===== src/sv/mrpt_pkg.sv =====
`default_nettype none

package mrpt_pkg;

    // Candidate port width and default tested width
    localparam int CAND_WIDTH    = 32;
    localparam int NUM_WIDTH_DEF = 32;

    // Witness bases and small-case bounds
    localparam int WITNESS_COUNT     = 3;
    localparam int IDX_W             = $clog2(WITNESS_COUNT);
    localparam int SMALL_PRIME_LIMIT = 9;

    // Map a witness index to its base
    function automatic logic [7:0] witness_base(input logic [IDX_W-1:0] idx);
        logic [7:0] base;
        case (idx)
            2'd0:    base = 8'd2;
            2'd1:    base = 8'd7;
            2'd2:    base = 8'd61;
            default: base = 8'd2;
        endcase
        return base;
    endfunction

    // Fold one more bit into a running remainder modulo 3, MSB first
    function automatic logic [1:0] mod3_step(input logic [1:0] rem, input logic bit_in);
        logic [1:0] res;
        case ({rem, bit_in})
            3'd0:    res = 2'd0;
            3'd1:    res = 2'd1;
            3'd2:    res = 2'd2;
            3'd3:    res = 2'd0;
            3'd4:    res = 2'd1;
            3'd5:    res = 2'd2;
            default: res = 2'd0;
        endcase
        return res;
    endfunction

endpackage

`default_nettype wire


===== src/sv/miller_rabin_prime_test_32_unit.sv =====
`default_nettype none

// Deterministic Miller-Rabin primality test. Pulse start while busy is low to
// launch a request on candidate; only its low NUM_WIDTH bits are tested. The
// answer appears on prime_flag for exactly one cycle with done high, and busy
// drops in that same cycle. The receiver cannot stall, so sample prime_flag
// whenever done is high. Trivial candidates (below 9, even) are answered in
// ST_CLASSIFY; others first run a bit-serial test for divisibility by 3,
// then run bases 2, 7 and 61 on one shared shift-add modular multiplier
// that retires each multiplier bit as a double step followed by an add
// step. A base needs up to about 2*NUM_WIDTH multiplications; a composite
// that fails its first base finishes sooner.
module miller_rabin_prime_test_32_unit #(
    parameter int NUM_WIDTH = mrpt_pkg::NUM_WIDTH_DEF
) (
    input  wire logic                            clk,
    input  wire logic                            rst_n,
    input  wire logic                            start,
    output logic                                 busy,
    input  wire logic [mrpt_pkg::CAND_WIDTH-1:0] candidate,
    output logic                                 done,
    output logic                                 prime_flag
);
    import mrpt_pkg::*;

    localparam int W  = NUM_WIDTH;
    localparam int CW = $clog2(W);
    localparam logic [CW-1:0]    CNT_MAX  = CW'(W - 1);
    localparam logic [IDX_W-1:0] IDX_LAST = IDX_W'(WITNESS_COUNT - 1);

    typedef enum logic [3:0] {
        ST_IDLE,
        ST_CLASSIFY,
        ST_MOD3,
        ST_SPLIT,
        ST_BASE,
        ST_EXP,
        ST_MUL,
        ST_CHECK,
        ST_LOOP,
        ST_LOOP_CHK
    } state_t;

    typedef enum logic [1:0] {
        TGT_ACC_EXP,
        TGT_SQ,
        TGT_ACC_LOOP
    } tgt_t;

    state_t            state_reg, state_next;
    tgt_t              tgt_reg, tgt_next;
    logic              done_reg, done_next;
    logic              flag_reg, flag_next;
    logic [W-1:0]      n_reg, n_next;
    logic [W-1:0]      nm1_reg, nm1_next;
    logic [W-1:0]      sh_reg, sh_next;
    logic [1:0]        rem_reg, rem_next;
    logic [CW-1:0]     cnt_reg, cnt_next;
    logic [W-1:0]      d_reg, d_next;
    logic [CW-1:0]     r_reg, r_next;
    logic [CW-1:0]     k_reg, k_next;
    logic [IDX_W-1:0]  idx_reg, idx_next;
    logic [W-1:0]      acc_reg, acc_next;
    logic [W-1:0]      sq_reg, sq_next;
    logic [W-1:0]      e_reg, e_next;
    logic [W-1:0]      mx_reg, mx_next;
    logic [W-1:0]      my_reg, my_next;
    logic [W-1:0]      mp_reg, mp_next;
    logic              phase_reg, phase_next;

    logic [W:0]        dbl;
    logic [W:0]        sum;
    logic [W-1:0]      dbl_red;
    logic [W-1:0]      sum_red;
    logic [W-1:0]      base_w;
    logic [1:0]        rem_step;

    // Shift-add modular multiplier datapath: double, then add one term
    always_comb
    begin
        dbl     = {mp_reg, 1'b0};
        dbl_red = (dbl >= {1'b0, n_reg}) ? W'(dbl - {1'b0, n_reg}) : dbl[W-1:0];
        sum     = {1'b0, mp_reg} + (my_reg[W-1] ? {1'b0, mx_reg} : {(W+1){1'b0}});
        sum_red = (sum >= {1'b0, n_reg}) ? W'(sum - {1'b0, n_reg}) : sum[W-1:0];
    end

    assign base_w   = W'(witness_base(idx_reg));
    assign rem_step = mod3_step(rem_reg, sh_reg[W-1]);

    // Sequence the test
    always_comb
    begin
        state_next = state_reg;
        tgt_next   = tgt_reg;
        done_next  = 1'b0;
        flag_next  = flag_reg;
        n_next     = n_reg;
        nm1_next   = nm1_reg;
        sh_next    = sh_reg;
        rem_next   = rem_reg;
        cnt_next   = cnt_reg;
        d_next     = d_reg;
        r_next     = r_reg;
        k_next     = k_reg;
        idx_next   = idx_reg;
        acc_next   = acc_reg;
        sq_next    = sq_reg;
        e_next     = e_reg;
        mx_next    = mx_reg;
        my_next    = my_reg;
        mp_next    = mp_reg;
        phase_next = phase_reg;

        case (state_reg)
            ST_IDLE:
            begin
                if (start)
                begin
                    n_next     = candidate[W-1:0];
                    state_next = ST_CLASSIFY;
                end
            end

            // Decide the small cases directly
            ST_CLASSIFY:
            begin
                if (n_reg < W'(2))
                begin
                    flag_next  = 1'b0;
                    done_next  = 1'b1;
                    state_next = ST_IDLE;
                end
                else if (n_reg == W'(2))
                begin
                    flag_next  = 1'b1;
                    done_next  = 1'b1;
                    state_next = ST_IDLE;
                end
                else if (!n_reg[0])
                begin
                    flag_next  = 1'b0;
                    done_next  = 1'b1;
                    state_next = ST_IDLE;
                end
                else if (n_reg < W'(SMALL_PRIME_LIMIT))
                begin
                    flag_next  = 1'b1;
                    done_next  = 1'b1;
                    state_next = ST_IDLE;
                end
                else
                begin
                    sh_next    = n_reg;
                    rem_next   = 2'd0;
                    cnt_next   = CNT_MAX;
                    state_next = ST_MOD3;
                end
            end

            // Reduce modulo 3 one bit per cycle
            ST_MOD3:
            begin
                rem_next = rem_step;
                sh_next  = {sh_reg[W-2:0], 1'b0};
                if (cnt_reg == '0)
                begin
                    if (rem_step == 2'd0)
                    begin
                        flag_next  = 1'b0;
                        done_next  = 1'b1;
                        state_next = ST_IDLE;
                    end
                    else
                    begin
                        d_next     = {n_reg[W-1:1], 1'b0};
                        nm1_next   = {n_reg[W-1:1], 1'b0};
                        r_next     = '0;
                        state_next = ST_SPLIT;
                    end
                end
                else
                begin
                    cnt_next = cnt_reg - CW'(1);
                end
            end

            // Strip factors of two from n-1
            ST_SPLIT:
            begin
                if (!d_reg[0])
                begin
                    d_next = {1'b0, d_reg[W-1:1]};
                    r_next = r_reg + CW'(1);
                end
                else
                begin
                    idx_next   = '0;
                    state_next = ST_BASE;
                end
            end

            // Pick the next base, skipping any not below n
            ST_BASE:
            begin
                if (base_w >= n_reg)
                begin
                    if (idx_reg == IDX_LAST)
                    begin
                        flag_next  = 1'b1;
                        done_next  = 1'b1;
                        state_next = ST_IDLE;
                    end
                    else
                    begin
                        idx_next = idx_reg + IDX_W'(1);
                    end
                end
                else
                begin
                    acc_next   = W'(1);
                    sq_next    = base_w;
                    e_next     = d_reg;
                    state_next = ST_EXP;
                end
            end

            // Square-and-multiply over the exponent bits, LSB first
            ST_EXP:
            begin
                if (e_reg == '0)
                begin
                    state_next = ST_CHECK;
                end
                else
                begin
                    mx_next    = e_reg[0] ? acc_reg : sq_reg;
                    my_next    = sq_reg;
                    mp_next    = '0;
                    cnt_next   = CNT_MAX;
                    phase_next = 1'b0;
                    tgt_next   = e_reg[0] ? TGT_ACC_EXP : TGT_SQ;
                    state_next = ST_MUL;
                end
            end

            // Each multiplier bit takes two steps: double, then add
            ST_MUL:
            begin
                if (!phase_reg)
                begin
                    mp_next    = dbl_red;
                    phase_next = 1'b1;
                end
                else
                begin
                    mp_next    = sum_red;
                    my_next    = {my_reg[W-2:0], 1'b0};
                    phase_next = 1'b0;
                    if (cnt_reg == '0)
                    begin
                        case (tgt_reg)
                            TGT_ACC_EXP:
                            begin
                                acc_next   = sum_red;
                                mx_next    = sq_reg;
                                my_next    = sq_reg;
                                mp_next    = '0;
                                cnt_next   = CNT_MAX;
                                tgt_next   = TGT_SQ;
                            end
                            TGT_SQ:
                            begin
                                sq_next    = sum_red;
                                e_next     = {1'b0, e_reg[W-1:1]};
                                state_next = ST_EXP;
                            end
                            TGT_ACC_LOOP:
                            begin
                                acc_next   = sum_red;
                                state_next = ST_LOOP_CHK;
                            end
                            default:
                            begin
                                state_next = ST_IDLE;
                            end
                        endcase
                    end
                    else
                    begin
                        cnt_next = cnt_reg - CW'(1);
                    end
                end
            end

            // Pass the base on 1 or n-1, else start repeated squaring
            ST_CHECK:
            begin
                if (acc_reg == W'(1) || acc_reg == nm1_reg)
                begin
                    if (idx_reg == IDX_LAST)
                    begin
                        flag_next  = 1'b1;
                        done_next  = 1'b1;
                        state_next = ST_IDLE;
                    end
                    else
                    begin
                        idx_next   = idx_reg + IDX_W'(1);
                        state_next = ST_BASE;
                    end
                end
                else
                begin
                    k_next     = CW'(1);
                    state_next = ST_LOOP;
                end
            end

            ST_LOOP:
            begin
                if (k_reg >= r_reg)
                begin
                    flag_next  = 1'b0;
                    done_next  = 1'b1;
                    state_next = ST_IDLE;
                end
                else
                begin
                    mx_next    = acc_reg;
                    my_next    = acc_reg;
                    mp_next    = '0;
                    cnt_next   = CNT_MAX;
                    phase_next = 1'b0;
                    tgt_next   = TGT_ACC_LOOP;
                    state_next = ST_MUL;
                end
            end

            ST_LOOP_CHK:
            begin
                if (acc_reg == nm1_reg)
                begin
                    if (idx_reg == IDX_LAST)
                    begin
                        flag_next  = 1'b1;
                        done_next  = 1'b1;
                        state_next = ST_IDLE;
                    end
                    else
                    begin
                        idx_next   = idx_reg + IDX_W'(1);
                        state_next = ST_BASE;
                    end
                end
                else
                begin
                    k_next     = k_reg + CW'(1);
                    state_next = ST_LOOP;
                end
            end

            default:
            begin
                state_next = ST_IDLE;
            end
        endcase
    end

    // Hold state, datapath and registered outputs
    always_ff @(posedge clk or negedge rst_n)
    begin
        if (!rst_n)
        begin
            state_reg <= ST_IDLE;
            done_reg  <= 1'b0;
            flag_reg  <= 1'b0;
            tgt_reg   <= TGT_ACC_EXP;
            phase_reg <= 1'b0;
        end
        else
        begin
            state_reg <= state_next;
            done_reg  <= done_next;
            flag_reg  <= flag_next;
            tgt_reg   <= tgt_next;
            phase_reg <= phase_next;
        end
    end

    always_ff @(posedge clk)
    begin
        n_reg    <= n_next;
        nm1_reg  <= nm1_next;
        sh_reg   <= sh_next;
        rem_reg  <= rem_next;
        cnt_reg  <= cnt_next;
        d_reg    <= d_next;
        r_reg    <= r_next;
        k_reg    <= k_next;
        idx_reg  <= idx_next;
        acc_reg  <= acc_next;
        sq_reg   <= sq_next;
        e_reg    <= e_next;
        mx_reg   <= mx_next;
        my_reg   <= my_next;
        mp_reg   <= mp_next;
    end

    assign busy       = (state_reg != ST_IDLE);
    assign done       = done_reg;
    assign prime_flag = flag_reg;

endmodule

`default_nettype wire


===== config.mk =====
export PLATFORM = sky130hd
export DESIGN_NAME = miller_rabin_prime_test_32_unit
export DESIGN_NICKNAME = d
export VERILOG_FILES = /design/src/sv/mrpt_pkg.sv /design/src/sv/miller_rabin_prime_test_32_unit.sv
export SDC_FILE = /design/constraint.sdc
export NUM_CORES = 1
export LEC_CHECK = 0
export ABC_AREA = 0
export BUFFER_PORTS_ARGS = -buffer_cell sky130_fd_sc_hd__buf_4
export CORE_UTILIZATION = 40
export DETAILED_ROUTE_END_ITERATION = 7
export SETUP_SLACK_MARGIN = 0.15
export SLEW_MARGIN = 20
export SYNTH_ARGS = -nofsm -noshare
export SYNTH_HDL_FRONTEND = slang
export SYNTH_SLANG_ARGS = --single-unit
export TNS_END_PERCENT = 50

===== constraint.sdc =====
create_clock -name clk -period 5.2 [get_ports clk]
set_clock_uncertainty 0.05 [all_clocks]
set_input_delay 0.26 -clock clk [delete_from_list [all_inputs] [get_ports clk]]
set_output_delay 0.26 -clock clk [all_outputs]
set_load 0.1 [all_outputs]

## Word-level counts from Yosys, hierarchy flattened

Index checks and enable logic that the tools add are counted.

| storage, ports and cells | value |
|---|---|
| word-level logic and storage cells | 247 |
| bits in writable memories | 0 |
| bits in latches | 0 |
| flip-flop bits (word level) | 347 |
| bits in read-only memories | 0 |
| memories kept | 0 |

| cells by class | value |
|---|---|
| add/subtract/negate cells | 7 |
| magnitude comparators | 6 |
| reduce and logical (&&, ||, !) cells | 33 |
| divide/modulo/power cells | 0 |
| shift operators | 0 |
| equal/unequal tests | 49 |
| multipliers | 0 |
| muxes and demuxes | 130 |
| bitwise operators | 1 |

Operators by type and width:

| operator | count |
|---|---|
| 32-bit two-way mux | 37 |
| 32-bit one-hot mux with 2 select lines | 5 |
| 32-bit one-hot mux with 3 select lines | 3 |
| 5-bit two-way mux | 15 |
| 33-bit by 32-bit greater-or-equal comparator with 1-bit output | 2 |
| 32-bit subtractor | 2 |
| 2-bit inequality test, second input constant | 24 |
| 4-bit one-hot mux with 10 select lines | 1 |
| 2-bit two-way mux | 19 |
| 4-bit two-way mux | 9 |
| 32-bit by 32-bit adder with 33-bit output | 1 |
| 32-bit by 1-bit == test with 1-bit output, second input constant | 1 |
| 32-bit by 2-bit == test with 1-bit output, second input constant | 1 |
| 32-bit == test | 1 |
| 8-bit by 32-bit greater-or-equal comparator with 1-bit output | 1 |
| 32-bit logical NOT | 1 |
| 32-bit by 2-bit less-than comparator with 1-bit output, second input constant | 1 |
| 32-bit by 4-bit less-than comparator with 1-bit output, second input constant | 1 |
| 1-bit two-way mux | 27 |
| 5-bit one-hot mux with 5 select lines | 1 |
| 5-bit one-hot mux with 2 select lines | 2 |
| 5-bit AND reduction | 4 |
| 4-bit by 3-bit == test with 1-bit output, second input constant | 4 |
| 1-bit one-hot mux with 6 select lines | 2 |
| other kinds (41) | 61 |

## Longest topological paths before layout

Gate-level depths: netlist of the first run.

| logic depth | value |
|---|---|
| word-level depth | 8 |
| gate-level depth with buffers | 25 |

## Worst setup path after synthesis of the first run

Ideal clock, no wire load.

| path | value |
|---|---|
| kind | register to register |
| start | reg idx_reg[1] |
| end | reg e_reg[0], enable pin |
| cell stages (with the launch flop) | 15 |
| path slack | -0.384 ns |
| arrival time | 5.048 ns |
| required time | 4.664 ns |
| library setup time | 0.486 ns |
| cell sequence | edfxtp_1 -> inv_1 -> ha_1 -> inv_1 -> ha_1 -> nand2b_1 -> a21o_1 -> a21o_1 -> a21o_1 -> a21o_1 -> a21o_1 -> and2_1 -> nor2b_1 -> a21oi_1 -> nor2_1 |

| between the ends | value |
|---|---|
| cells in the longest elaborated chain, start to end | 5 |
| elaborated cells on any way between the ends | 6 |
| those cells by class | order compare (1); eq/ne (3); mux (1); reduce/logical (1) |

RTL lines:

| element | line | text |
|---|---|---|
| from (decl) | miller_rabin_prime_test_32_unit.sv:62 | `logic [IDX_W-1:0] idx_reg, idx_next;` |
| from (signal assigned) | miller_rabin_prime_test_32_unit.sv:400 | `idx_reg <= idx_next;` |
| 2-bit == test or 2-bit by 1-bit == test with 1-bit output (tied branches) | mrpt_pkg.sv:17 | `case (idx)` |
| 6-bit one-hot mux with 2 select lines (*) | mrpt_pkg.sv:17 |  |
| 8-bit by 32-bit greater-or-equal comparator with 1-bit output (*) | miller_rabin_prime_test_32_unit.sv:205 | `if (base_w >= n_reg)` |
| 2-bit inequality test (no source line) (*) | - |  |
| 5-bit AND reduction (no source line) (*) | - |  |
| to (signal assigned) | miller_rabin_prime_test_32_unit.sv:403 | `e_reg <= e_next;` |
| to (decl) | miller_rabin_prime_test_32_unit.sv:65 | `logic [W-1:0] e_reg, e_next;` |

Every way passes the cells marked *; elsewhere a longest branch is shown, timed or not.
A chain may end at the register's enable or synchronous reset.

## Worst setup path after layout of the first run

| path | value |
|---|---|
| start | reg my_reg[31] |
| end | reg mp_reg[5], data pin |

| between the ends | value |
|---|---|
| cells in the longest elaborated chain, start to end | 8 |
| elaborated cells on any way between the ends | 9 |
| those cells by class | add/sub (2); order compare (1); mux (6) |

RTL lines:

| element | line | text |
|---|---|---|
| from (decl) | miller_rabin_prime_test_32_unit.sv:67 | `logic [W-1:0] my_reg, my_next;` |
| from (signal assigned) | miller_rabin_prime_test_32_unit.sv:405 | `my_reg <= my_next;` |
| 32-bit two-way mux (*) | miller_rabin_prime_test_32_unit.sv:83 | `sum = {1'b0, mp_reg} + (my_reg[W-1] ? {1'b0, mx_reg} : {(W+1){1'b0}});` |
| 32-bit by 32-bit adder with 33-bit output (*) | miller_rabin_prime_test_32_unit.sv:83 |  |
| 32-bit subtractor or 33-bit by 32-bit greater-or-equal comparator with 1-bit output (tied branches) | miller_rabin_prime_test_32_unit.sv:84 | `sum_red = (sum >= {1'b0, n_reg}) ? W'(sum - {1'b0, n_reg}) : sum[W-1:0];` |
| 32-bit two-way mux (*) | miller_rabin_prime_test_32_unit.sv:84 |  |
| 32-bit two-way mux | miller_rabin_prime_test_32_unit.sv:261 | `case (tgt_reg)` |
| 32-bit two-way mux (*) | miller_rabin_prime_test_32_unit.sv:259 | `if (cnt_reg == '0)` |
| 32-bit two-way mux (*) | miller_rabin_prime_test_32_unit.sv:249 | `if (!phase_reg)` |
| 32-bit one-hot mux with 3 select lines (*) | miller_rabin_prime_test_32_unit.sv:114 | `case (state_reg)` |
| to (signal assigned) | miller_rabin_prime_test_32_unit.sv:406 | `mp_reg <= mp_next;` |
| to (decl) | miller_rabin_prime_test_32_unit.sv:68 | `logic [W-1:0] mp_reg, mp_next;` |

Marked as above.

==> results of run 1 <==
-- area by class of cell --
| class | instances | area (µm²) |
|---|---|---|
| flip-flops and latches | 347 | 10380 |
| clock inverters | 27 | 337.8 |
| multi-input cells | 1469 | 10570 |
| clock buffers | 45 | 1020 |
| fillers | 4465 | 24640 |
| well taps | 672 | 840.8 |
| inverters | 83 | 311.5 |
| repair buffers | 273 | 2285 |
-- synth_stat cells, types with 6 or more instances --
| cell | number | share of area, % |
|---|---|---|
| sky130_fd_sc_hd__inv_1 | 83 | 1.5 |
| sky130_fd_sc_hd__or3_1 | 10 | 0.31 |
| sky130_fd_sc_hd__dfrtp_1 | 9 | 1.1 |
| sky130_fd_sc_hd__nand2b_1 | 17 | 0.52 |
| sky130_fd_sc_hd__mux2_2 | 33 | 1.8 |
| sky130_fd_sc_hd__nor3_1 | 25 | 0.61 |
| sky130_fd_sc_hd__o22ai_1 | 25 | 0.76 |
| sky130_fd_sc_hd__clkbuf_1 | 57 | 1.0 |
| sky130_fd_sc_hd__nand3_1 | 35 | 0.85 |
| sky130_fd_sc_hd__a22oi_1 | 33 | 1.2 |
| sky130_fd_sc_hd__and2_1 | 40 | 1.2 |
| sky130_fd_sc_hd__o21bai_1 | 10 | 0.37 |
| sky130_fd_sc_hd__nand4_1 | 17 | 0.52 |
| sky130_fd_sc_hd__nor2_1 | 112 | 2.0 |
| sky130_fd_sc_hd__xnor2_1 | 57 | 2.4 |
| sky130_fd_sc_hd__a31oi_1 | 15 | 0.46 |
| sky130_fd_sc_hd__edfxtp_1 | 338 | 49 |
| sky130_fd_sc_hd__buf_1 | 6 | 0.11 |
| sky130_fd_sc_hd__ha_1 | 116 | 7.1 |
| sky130_fd_sc_hd__xor2_1 | 61 | 2.6 |
| sky130_fd_sc_hd__a21o_1 | 35 | 1.3 |
| sky130_fd_sc_hd__a211oi_1 | 12 | 0.44 |
| sky130_fd_sc_hd__nand2_1 | 348 | 6.4 |
| sky130_fd_sc_hd__o21a_1 | 14 | 0.51 |
| sky130_fd_sc_hd__nor2b_1 | 17 | 0.52 |
| sky130_fd_sc_hd__and3_1 | 11 | 0.34 |
| sky130_fd_sc_hd__o211ai_1 | 13 | 0.48 |
| sky130_fd_sc_hd__a21boi_0 | 8 | 0.29 |
| sky130_fd_sc_hd__o21ai_0 | 121 | 3.0 |
| sky130_fd_sc_hd__o21ai_1 | 13 | 0.32 |
| sky130_fd_sc_hd__nor4_1 | 34 | 1.0 |
| sky130_fd_sc_hd__mux2i_1 | 42 | 2.0 |
| sky130_fd_sc_hd__a21oi_1 | 108 | 2.6 |
-- metal layers --
metal	share of wire, %	track usage [%]	vias up
li1	-	-	7724
met1	43	34.16	8171
met2	46	40.29	647
met3	6.8	3.056	141
met4	3.9	9.773	0
met5	0	0	-
-- worst max-delay path by stage --
stage | startpoint | endpoint | cells after the start
3_3_place_gp | my_reg[31] | mp_reg[22] | 24
3_5_place_dp | my_reg[31] | mp_reg[4] | 25
6_report | my_reg[31] | mp_reg[5] | 25
4_1_cts | my_reg[31] | acc_reg[24] | 24
5_1_grt | my_reg[31] | mp_reg[9] | 26
2_1_floorplan | my_reg[31] | mp_reg[2] | 24
-- per-stage QoR --
step / util [%] / instances
2_1_floorplan: - / 1971
3_3_place_gp: 45.22 / 2784
3_5_place_dp: 45.22 / 2784
4_1_cts: 49.60 / 2895
5_1_grt: 51.09 / 2916
6_report: 51.09 / 2916
-- kinds of logic after synthesis --
| group | Yosys count | synth area share, % |
|---|---|---|
| adder cells (fa/ha/maj) | 119 | 7.369 |
| AND/OR/NAND/NOR | 691 | 15.29 |
| flip-flops | 347 | 50.59 |
| AO/OA/AOI/OAI | 458 | 14.24 |
| multiplexers | 83 | 4.423 |
| XOR/XNOR | 118 | 5.039 |
| buffers and inverters | 155 | 3.056 |
-- worst max-delay path, cell delays in order, from the launching register on --
cell	delay, ps
sky130_fd_sc_hd__edfxtp_1	460
sky130_fd_sc_hd__buf_6	170
sky130_fd_sc_hd__buf_4	130
sky130_fd_sc_hd__and2_1	170
sky130_fd_sc_hd__ha_4	220
sky130_fd_sc_hd__buf_4	150
sky130_fd_sc_hd__a21oi_2	150
sky130_fd_sc_hd__nor2_1	70
sky130_fd_sc_hd__a211oi_2	270
sky130_fd_sc_hd__buf_4	180
sky130_fd_sc_hd__nand2_1	80
sky130_fd_sc_hd__buf_4	160
sky130_fd_sc_hd__xor2_2	170
sky130_fd_sc_hd__ha_1	360
sky130_fd_sc_hd__nand2_4	90
sky130_fd_sc_hd__a2111oi_4	380
sky130_fd_sc_hd__buf_4	190
sky130_fd_sc_hd__o21ai_4	70
sky130_fd_sc_hd__a21oi_4	210
sky130_fd_sc_hd__nor2_4	70
sky130_fd_sc_hd__o31ai_4	220
sky130_fd_sc_hd__a31o_4	230
sky130_fd_sc_hd__buf_12	170
sky130_fd_sc_hd__buf_16	180
sky130_fd_sc_hd__mux2i_4	280
sky130_fd_sc_hd__o22ai_1	110
-- timing repair --
item	in CTS	in global routing
buffers inserted	5	18
resized for setup	94	111
hold endpoints to repair	41	0
pin swaps	26	46
setup endpoints to repair	96	96
cloned	0	3
hold buffers	34	0
-- power groups by stage --
| stage | Combinational [mW] | Sequential (mW) | Clock [mW] |
|---|---|---|---|
| after floorplan | 0.0000101 | 3.08 | 0 |
| after global placement | 0.0204 | 3.08 | 0 |
| after detailed placement | 0.0212 | 3.08 | 0 |
| after CTS | 0.0420 | 3.02 | 2.99 |
| after global routing | 0.0459 | 3.02 | 3.09 |
| final | 0.0425 | 3.02 | 2.95 |
==> metrics.md, run 1 <==
| Metric | Value |
|---|---|
| Global-route wire length before repair | between 90000 and 100000 µm |
| Antenna violations before repair | 0 |
| Ratio of cells with drive above 1 in the final layout | 22.86% |
| Destination of the worst register-to-register timing path | mp_reg[5] |
| Count of maximum capacitance violations | 0 |
| Most frequent cells in the layout | 339 x sky130_fd_sc_hd__nand2_1, 338 x sky130_fd_sc_hd__edfxtp_1, 221 x sky130_fd_sc_hd__buf_4 |
| Routability-driven placement congestion ratio | 0.9583 |
| Sum of internal, switching and leakage power | approximately 6 mW |
| Average vias per placed instance | 5.721 |
| Clock latency of the later-clocked register in the worst-skew pair | ~570 ps |
| Internal reg-to-reg setup slack | -60 ps |
| Number of distinct library cells after synthesis | 78 |
| Post-route setup slack | -57.64 ps |
| Achievable Freq | 0.1902 GHz |
| All-layer global routing usage | 24.95% |
| Worst Hold Margin | about 18 ps |
| Final setup viols | 18 |
| Critical path class | flop to flop |
| Reg-to-Reg Start | my_reg[31] |
| Clock period minus worst slack | 5258 ps |
| Worst endpoint required time | 5440 ps |
| Floorplan die area | 0.05218 mm² |
| Number of buffers added by the clock tree synthesis step | 39 |
| Number of hold-slack violations in the final timing report | 0 |
| Static power due to leakage | 10.24 nW |
| Core Box Area | 0.05038 mm² |
| Number of flops mapped to enable cells by yosys | around 340 |
| Average size of a mapped cell | 10.41 µm² |
| Slew at the pin with the worst max-slew slack | approximately 1100 ps |
| Pin count of the biggest net entering global routing | 70 |
| Number of I/O port buffers | 37 |
| Num ports | 38 |
| Vert. Die Dim | 228.4 µm |
| Mapped Cells | between 1500 and 2000 |
| Signal arrival time at the worst endpoint | roughly 5500 ps |
| Total nets after synthesis | 2125 |
| DRC violations left | 0 |
| Type of the most critical hold path | primary input to async pin |
| Share of power burned in the clock network | 49.1% |
| Clock tree from TritonCTS | built |
| Count of clock tree sinks | 347 |
| Switching portion of total power | 19.86% |
| Post-Layout Inst Area | 0.02574 mm² |
| Commonest register cell after synthesis | sky130_fd_sc_hd__edfxtp_1 |
| Cell area after synthesis | a little over 0.02 mm² |
| Number of DRC markers after the initial detailed-route iteration | 1812 |
| Maximum fanout encountered on the critical timing path | 8 |
| Row Count | 82 |
| Max H-tree Level | 2 |
| First drt pass iteration count | 6 |
| VDD IR max | 0.3069 mV |
| Ratio of total power to cell area | 234.0 mW/mm² |
| Root buffer cell | sky130_fd_sc_hd__clkbuf_16 |
| Count of cells along the worst register-to-register path | 25 |
| Run status | finished, violations left |
| Net Switching | 1.196 mW |
| Number of global-route vias before repair | 16222 |
| Share of the clock period used by the worst path after layout | 101.1% |
| Worst rel slew slack | a little over a quarter |
| Overflow left after global routing | 0 |
| Internal power | 4.825 mW |
| Endpoint type of the worst setup path | flop |
| Floorplan die width | 228.4 µm |
| Seq/Total Area, Yosys | 50.59% |
| Clock input transition at the sequential cells of the worst setup and hold paths | approximately 60 ps |
| Detailed placer's ending HPWL | ~48000 µm |
| Violated checks | setup timing |
| Element type at the critical path start | flop |
| Total via count after detailed routing | 16683 |
| Yosys warnings | 0 |
| Max clock buf depth | 3 |
| Flip-flop and latch count after synthesis | 347 |
| Post-Place Cell Area | between 0.02 and 0.025 mm² |
| Post-Route Setup TNS | -392.2 ps |
| Max-slew violations | 0 |
| P&R area growth vs syn | 25.48% |
| RSZ-0062 raised after global routing | yes |
| Average wire length per cell after detail routing | 22.72 µm |
| Number of diodes | 0 |
| Final layout net count | 2367 |
| Combinational cell fraction of total power | 0.7% |
| Worst setup slack after placement | -407.5 ps |
| Most common cell after layout, fill and taps aside | sky130_fd_sc_hd__nand2_1 |
| FFs w/ async S/R, synth | under 10% |
| Starting density of the core | 40.71% |
| Sequential fraction of design power | 50.2% |
| Number of nets still failing antenna checks after routing | 0 |
| Wirelength, routed | between 60000 and 70000 µm |
Note: power is estimated with default switching activity, not from simulation.
==> run 2, diff against run 1 <==
==> constraint.sdc (replaced) <==
create_clock -name clk -period 5.2 [get_ports clk]
set_clock_uncertainty 0.05 [all_clocks]
set_input_delay 1.04 -clock clk [delete_from_list [all_inputs] [get_ports clk]]
set_output_delay 1.04 -clock clk [all_outputs]
set_load 0.1 [all_outputs]
==> run 2 against run 1 <==
  * The flow still finishes with violations (setup timing)
  * Setup slack improved by 6.0 ps
  * Maximum frequency increased by 0.11%
  * Count of clock-buffer cells in the layout unchanged
  * Utilization decreased by 0.65 points
  * Final cell count decreased by 1.2%
  * Critical path type unchanged
==> metrics.md, run 2 (synthesis results as in run 1) <==
| Metric | Value |
|---|---|
| Max clock buf depth | 3 (unchanged) |
| Post-Place Cell Area | 0.02278 mm² (unchanged) |
| Global-route wire length before repair | 98390 µm (-0.59%) |
| Slew at the pin with the worst max-slew slack | 1078 ps (-9.043 ps) |
| Count of maximum capacitance violations | 0 (unchanged) |
| Starting density of the core | 40.71% (unchanged) |
| Number of nets still failing antenna checks after routing | 0 (unchanged) |
| Total via count after detailed routing | 16472 (-1.3%) |
| Post-Route Setup TNS | -513.7 ps (-121.5 ps) |
| Number of hold-slack violations in the final timing report | 0 (unchanged) |
| Average vias per placed instance | 5.715 (about the same) |
| Max-slew violations | 0 (unchanged) |
| Length of routed met2 wiring | 30250 µm (-1.6%) |
| Worst endpoint required time | 5430 ps (about the same) |
| Wirelength, routed | 65770 µm (-0.75%) |
| Beginning of the critical path | my_reg[31] |
| Routed length on met3 | 4702 µm (+4.8%) |
| Count of clock tree sinks | 347 (unchanged) |
| Floorplan die area | 0.05218 mm² (unchanged) |
| Type of the most critical hold path | primary input to async pin |
| VDD IR max | 0.3106 mV (+1.2%) |
| Detailed placer's ending HPWL | 47620 µm (unchanged) |
| DRC violations left | 0 (unchanged) |
| Critical path's largest stage delay | 470 ps (about the same) |
| Run status | finished, violations left |
| First drt pass iteration count | 6 (unchanged) |
| Final layout net count | 2333 (-1.4%) |
| Destination of the worst register-to-register timing path | mp_reg[9] |
| Layout Utilization | 50.43% (-0.65 points) |
| Number of I/O port buffers | 37 (unchanged) |
| Achievable Freq | 0.1904 GHz (+0.11%) |
| Violated checks | setup timing |
| Number of DRC markers after the initial detailed-route iteration | 1907 (+5.2%) |
| Root buffer cell | sky130_fd_sc_hd__clkbuf_16 |
| Worst setup slack after placement | -407.5 ps (unchanged) |
| Endpoint type of the worst setup path | flop |
| Capturing instance or port of the critical path | mp_reg[9] |
| Antenna violations before repair | 0 (unchanged) |
| Maximum fanout encountered on the critical timing path | 8 (unchanged) |
| Number of standard cells in the final layout excluding fillers | 2882 (-1.2%) |
| Signal arrival time at the worst endpoint | 5480 ps (-20 ps) |
| Fillcell total | 4482 (+0.38%) |
| Core Box Area | 0.05038 mm² (unchanged) |
| Max Used Layer | met4 |
| Number of global-route vias before repair | 16060 (-1.0%) |
| Number of buffers inserted by hold repair at cts | 0 (-100%) |
| Sequential fraction of design power | 50.4% (+0.2 points) |
| RSZ-0062 raised after global routing | yes |
| Element type at the critical path start | flop |
| Worst rel slew slack | 27.86% (+0.43 points) |
| Clock period minus worst slack | 5252 ps (-6.000 ps) |
| Ratio of total power to cell area | 236.0 mW/mm² (+0.89%) |
| Static power due to leakage | 10.10 nW (-1.4%) |
| Vert. Die Dim | 228.4 µm (unchanged) |
| Number of diodes | 0 (unchanged) |
| Share of power burned in the clock network | 49.2% (about the same) |
| Floorplan die width | 228.4 µm (unchanged) |
| Number of buffers added by the clock tree synthesis step | 39 (unchanged) |
| Max H-tree Level | 2 (unchanged) |
| Net Switching | 1.188 mW (-0.62%) |
| Clock tree from TritonCTS | built |
| Post-route setup slack | -51.64 ps (+6.000 ps) |
| Share of the clock period used by the worst path after layout | 101.0% (-0.12 points) |
| Most numerous cell on the critical path | sky130_fd_sc_hd__buf_4 |
| Combined area of the multi-input logic cells | 0.01058 mm² (+0.11%) |
| Average wire length per cell after detail routing | 22.82 µm (+0.43%) |
| Footprint of the flip-flops and latches | 0.01038 mm² (unchanged) |
| Clock latency of the later-clocked register in the worst-skew pair | 570 ps (about the same) |
| Internal power | 4.809 mW (-0.35%) |
| CP max-delay cell | sky130_fd_sc_hd__edfxtp_1 |
| All-layer global routing usage | 24.81% (-0.15 points) |
| Num ports | 38 (unchanged) |
| Pin count of the biggest net entering global routing | 70 (unchanged) |
| Overflow left after global routing | 0 (unchanged) |
| Worst Hold Margin | 237.5 ps (+219.6 ps) |
| Post-Layout Inst Area | 0.02541 mm² (-1.3%) |
| Routability-driven placement congestion ratio | 0.9583 (unchanged) |
| Number of placed instances with taps included | 2784 (unchanged) |
| P&R area growth vs syn | 23.88% |
| Internal reg-to-reg setup slack | -50 ps (about the same) |
| Most frequent cells in the layout | 339 x sky130_fd_sc_hd__nand2_1, 338 x sky130_fd_sc_hd__edfxtp_1, 221 x sky130_fd_sc_hd__buf_4 |
| Sum of internal, switching and leakage power | 5.997 mW (-0.40%) |
| Ratio of cells with drive above 1 in the final layout | 23.26% (+0.40 points) |
| Combinational cell fraction of total power | 0.3% (-0.4 points) |
| Most common cell after layout, fill and taps aside | sky130_fd_sc_hd__nand2_1 |
| Critical path class | flop to flop |
| Reg-to-Reg Start | my_reg[31] |
| Count of cells along the worst register-to-register path | 25 (unchanged) |
| Row Count | 82 (unchanged) |
| Final setup viols | 26 (+8) |
| Clock input transition at the sequential cells of the worst setup and hold paths | 60 ps (about the same) |
| Routed length on met1 | 28200 µm (-0.91%) |
| Switching portion of total power | 19.82% (-0.043 points) |
==> run 2: repair_timing <==
action,CTS,global route
setup endpoints to repair,96,96
buffers inserted,5,18
cloned,0,3
gates resized for setup,94,113
pin swaps,26,46
hold endpoints to repair,0,0
==> run 2: final cells by class <==
class / instances / share of cell area (%)
clock buffers: 45 / 4.014
clock inverters: 27 / 1.330
inverters: 83 / 1.226
multi-input cells: 1469 / 41.63
flip-flops and latches: 347 / 40.84
well taps: 672 / 3.309
repair buffers: 239 / 7.653
==> run 2: worst min-delay path by stage <==
| stage | from | endpoint | slack (ps) | cells past startpoint |
|---|---|---|---|---|
| detailed placement | sh_reg[11] | sh_reg[12] | 460 | 2 |
| CTS | rst_n | tgt_reg[1] | 210 | 1 |
| global placement | sh_reg[26] | sh_reg[27] | 450 | 2 |
| global route | rst_n | tgt_reg[1] | 230 | 1 |
| finish | rst_n | tgt_reg[1] | 240 | 1 |
| floorplan | n_reg[2] | nm1_reg[2] | 400 | 0 |
==> run 2: layer usage <==
metal / track usage, % / vias up
li1: - / 7649
met1: 34.05 / 8011
met2: 40.07 / 667
met3: 2.932 / 145
met4: 9.606 / 0
met5: 0 / -
==> run 2: power groups by stage <==
stage	combinational (mW)	clock [mW]	sequential [mW]
finish	0.0210	2.95	3.02
global route	0.0228	3.09	3.02
CTS	0.0213	2.99	3.02
detailed placement	0.0212	0	3.08
global placement	0.0204	0	3.08
floorplan	0.0000101	0	3.08
==> run 2: critical path, delay by kind of cell, from the launching register on <==
family / cells / cell delay [ps]
xor+xnor: 1 / 170
simple gates: 5 / 480
flops: 1 / 470
fa+ha+maj: 2 / 580
mux: 1 / 250
compound gates: 8 / 1630
buf+inv: 8 / 1330
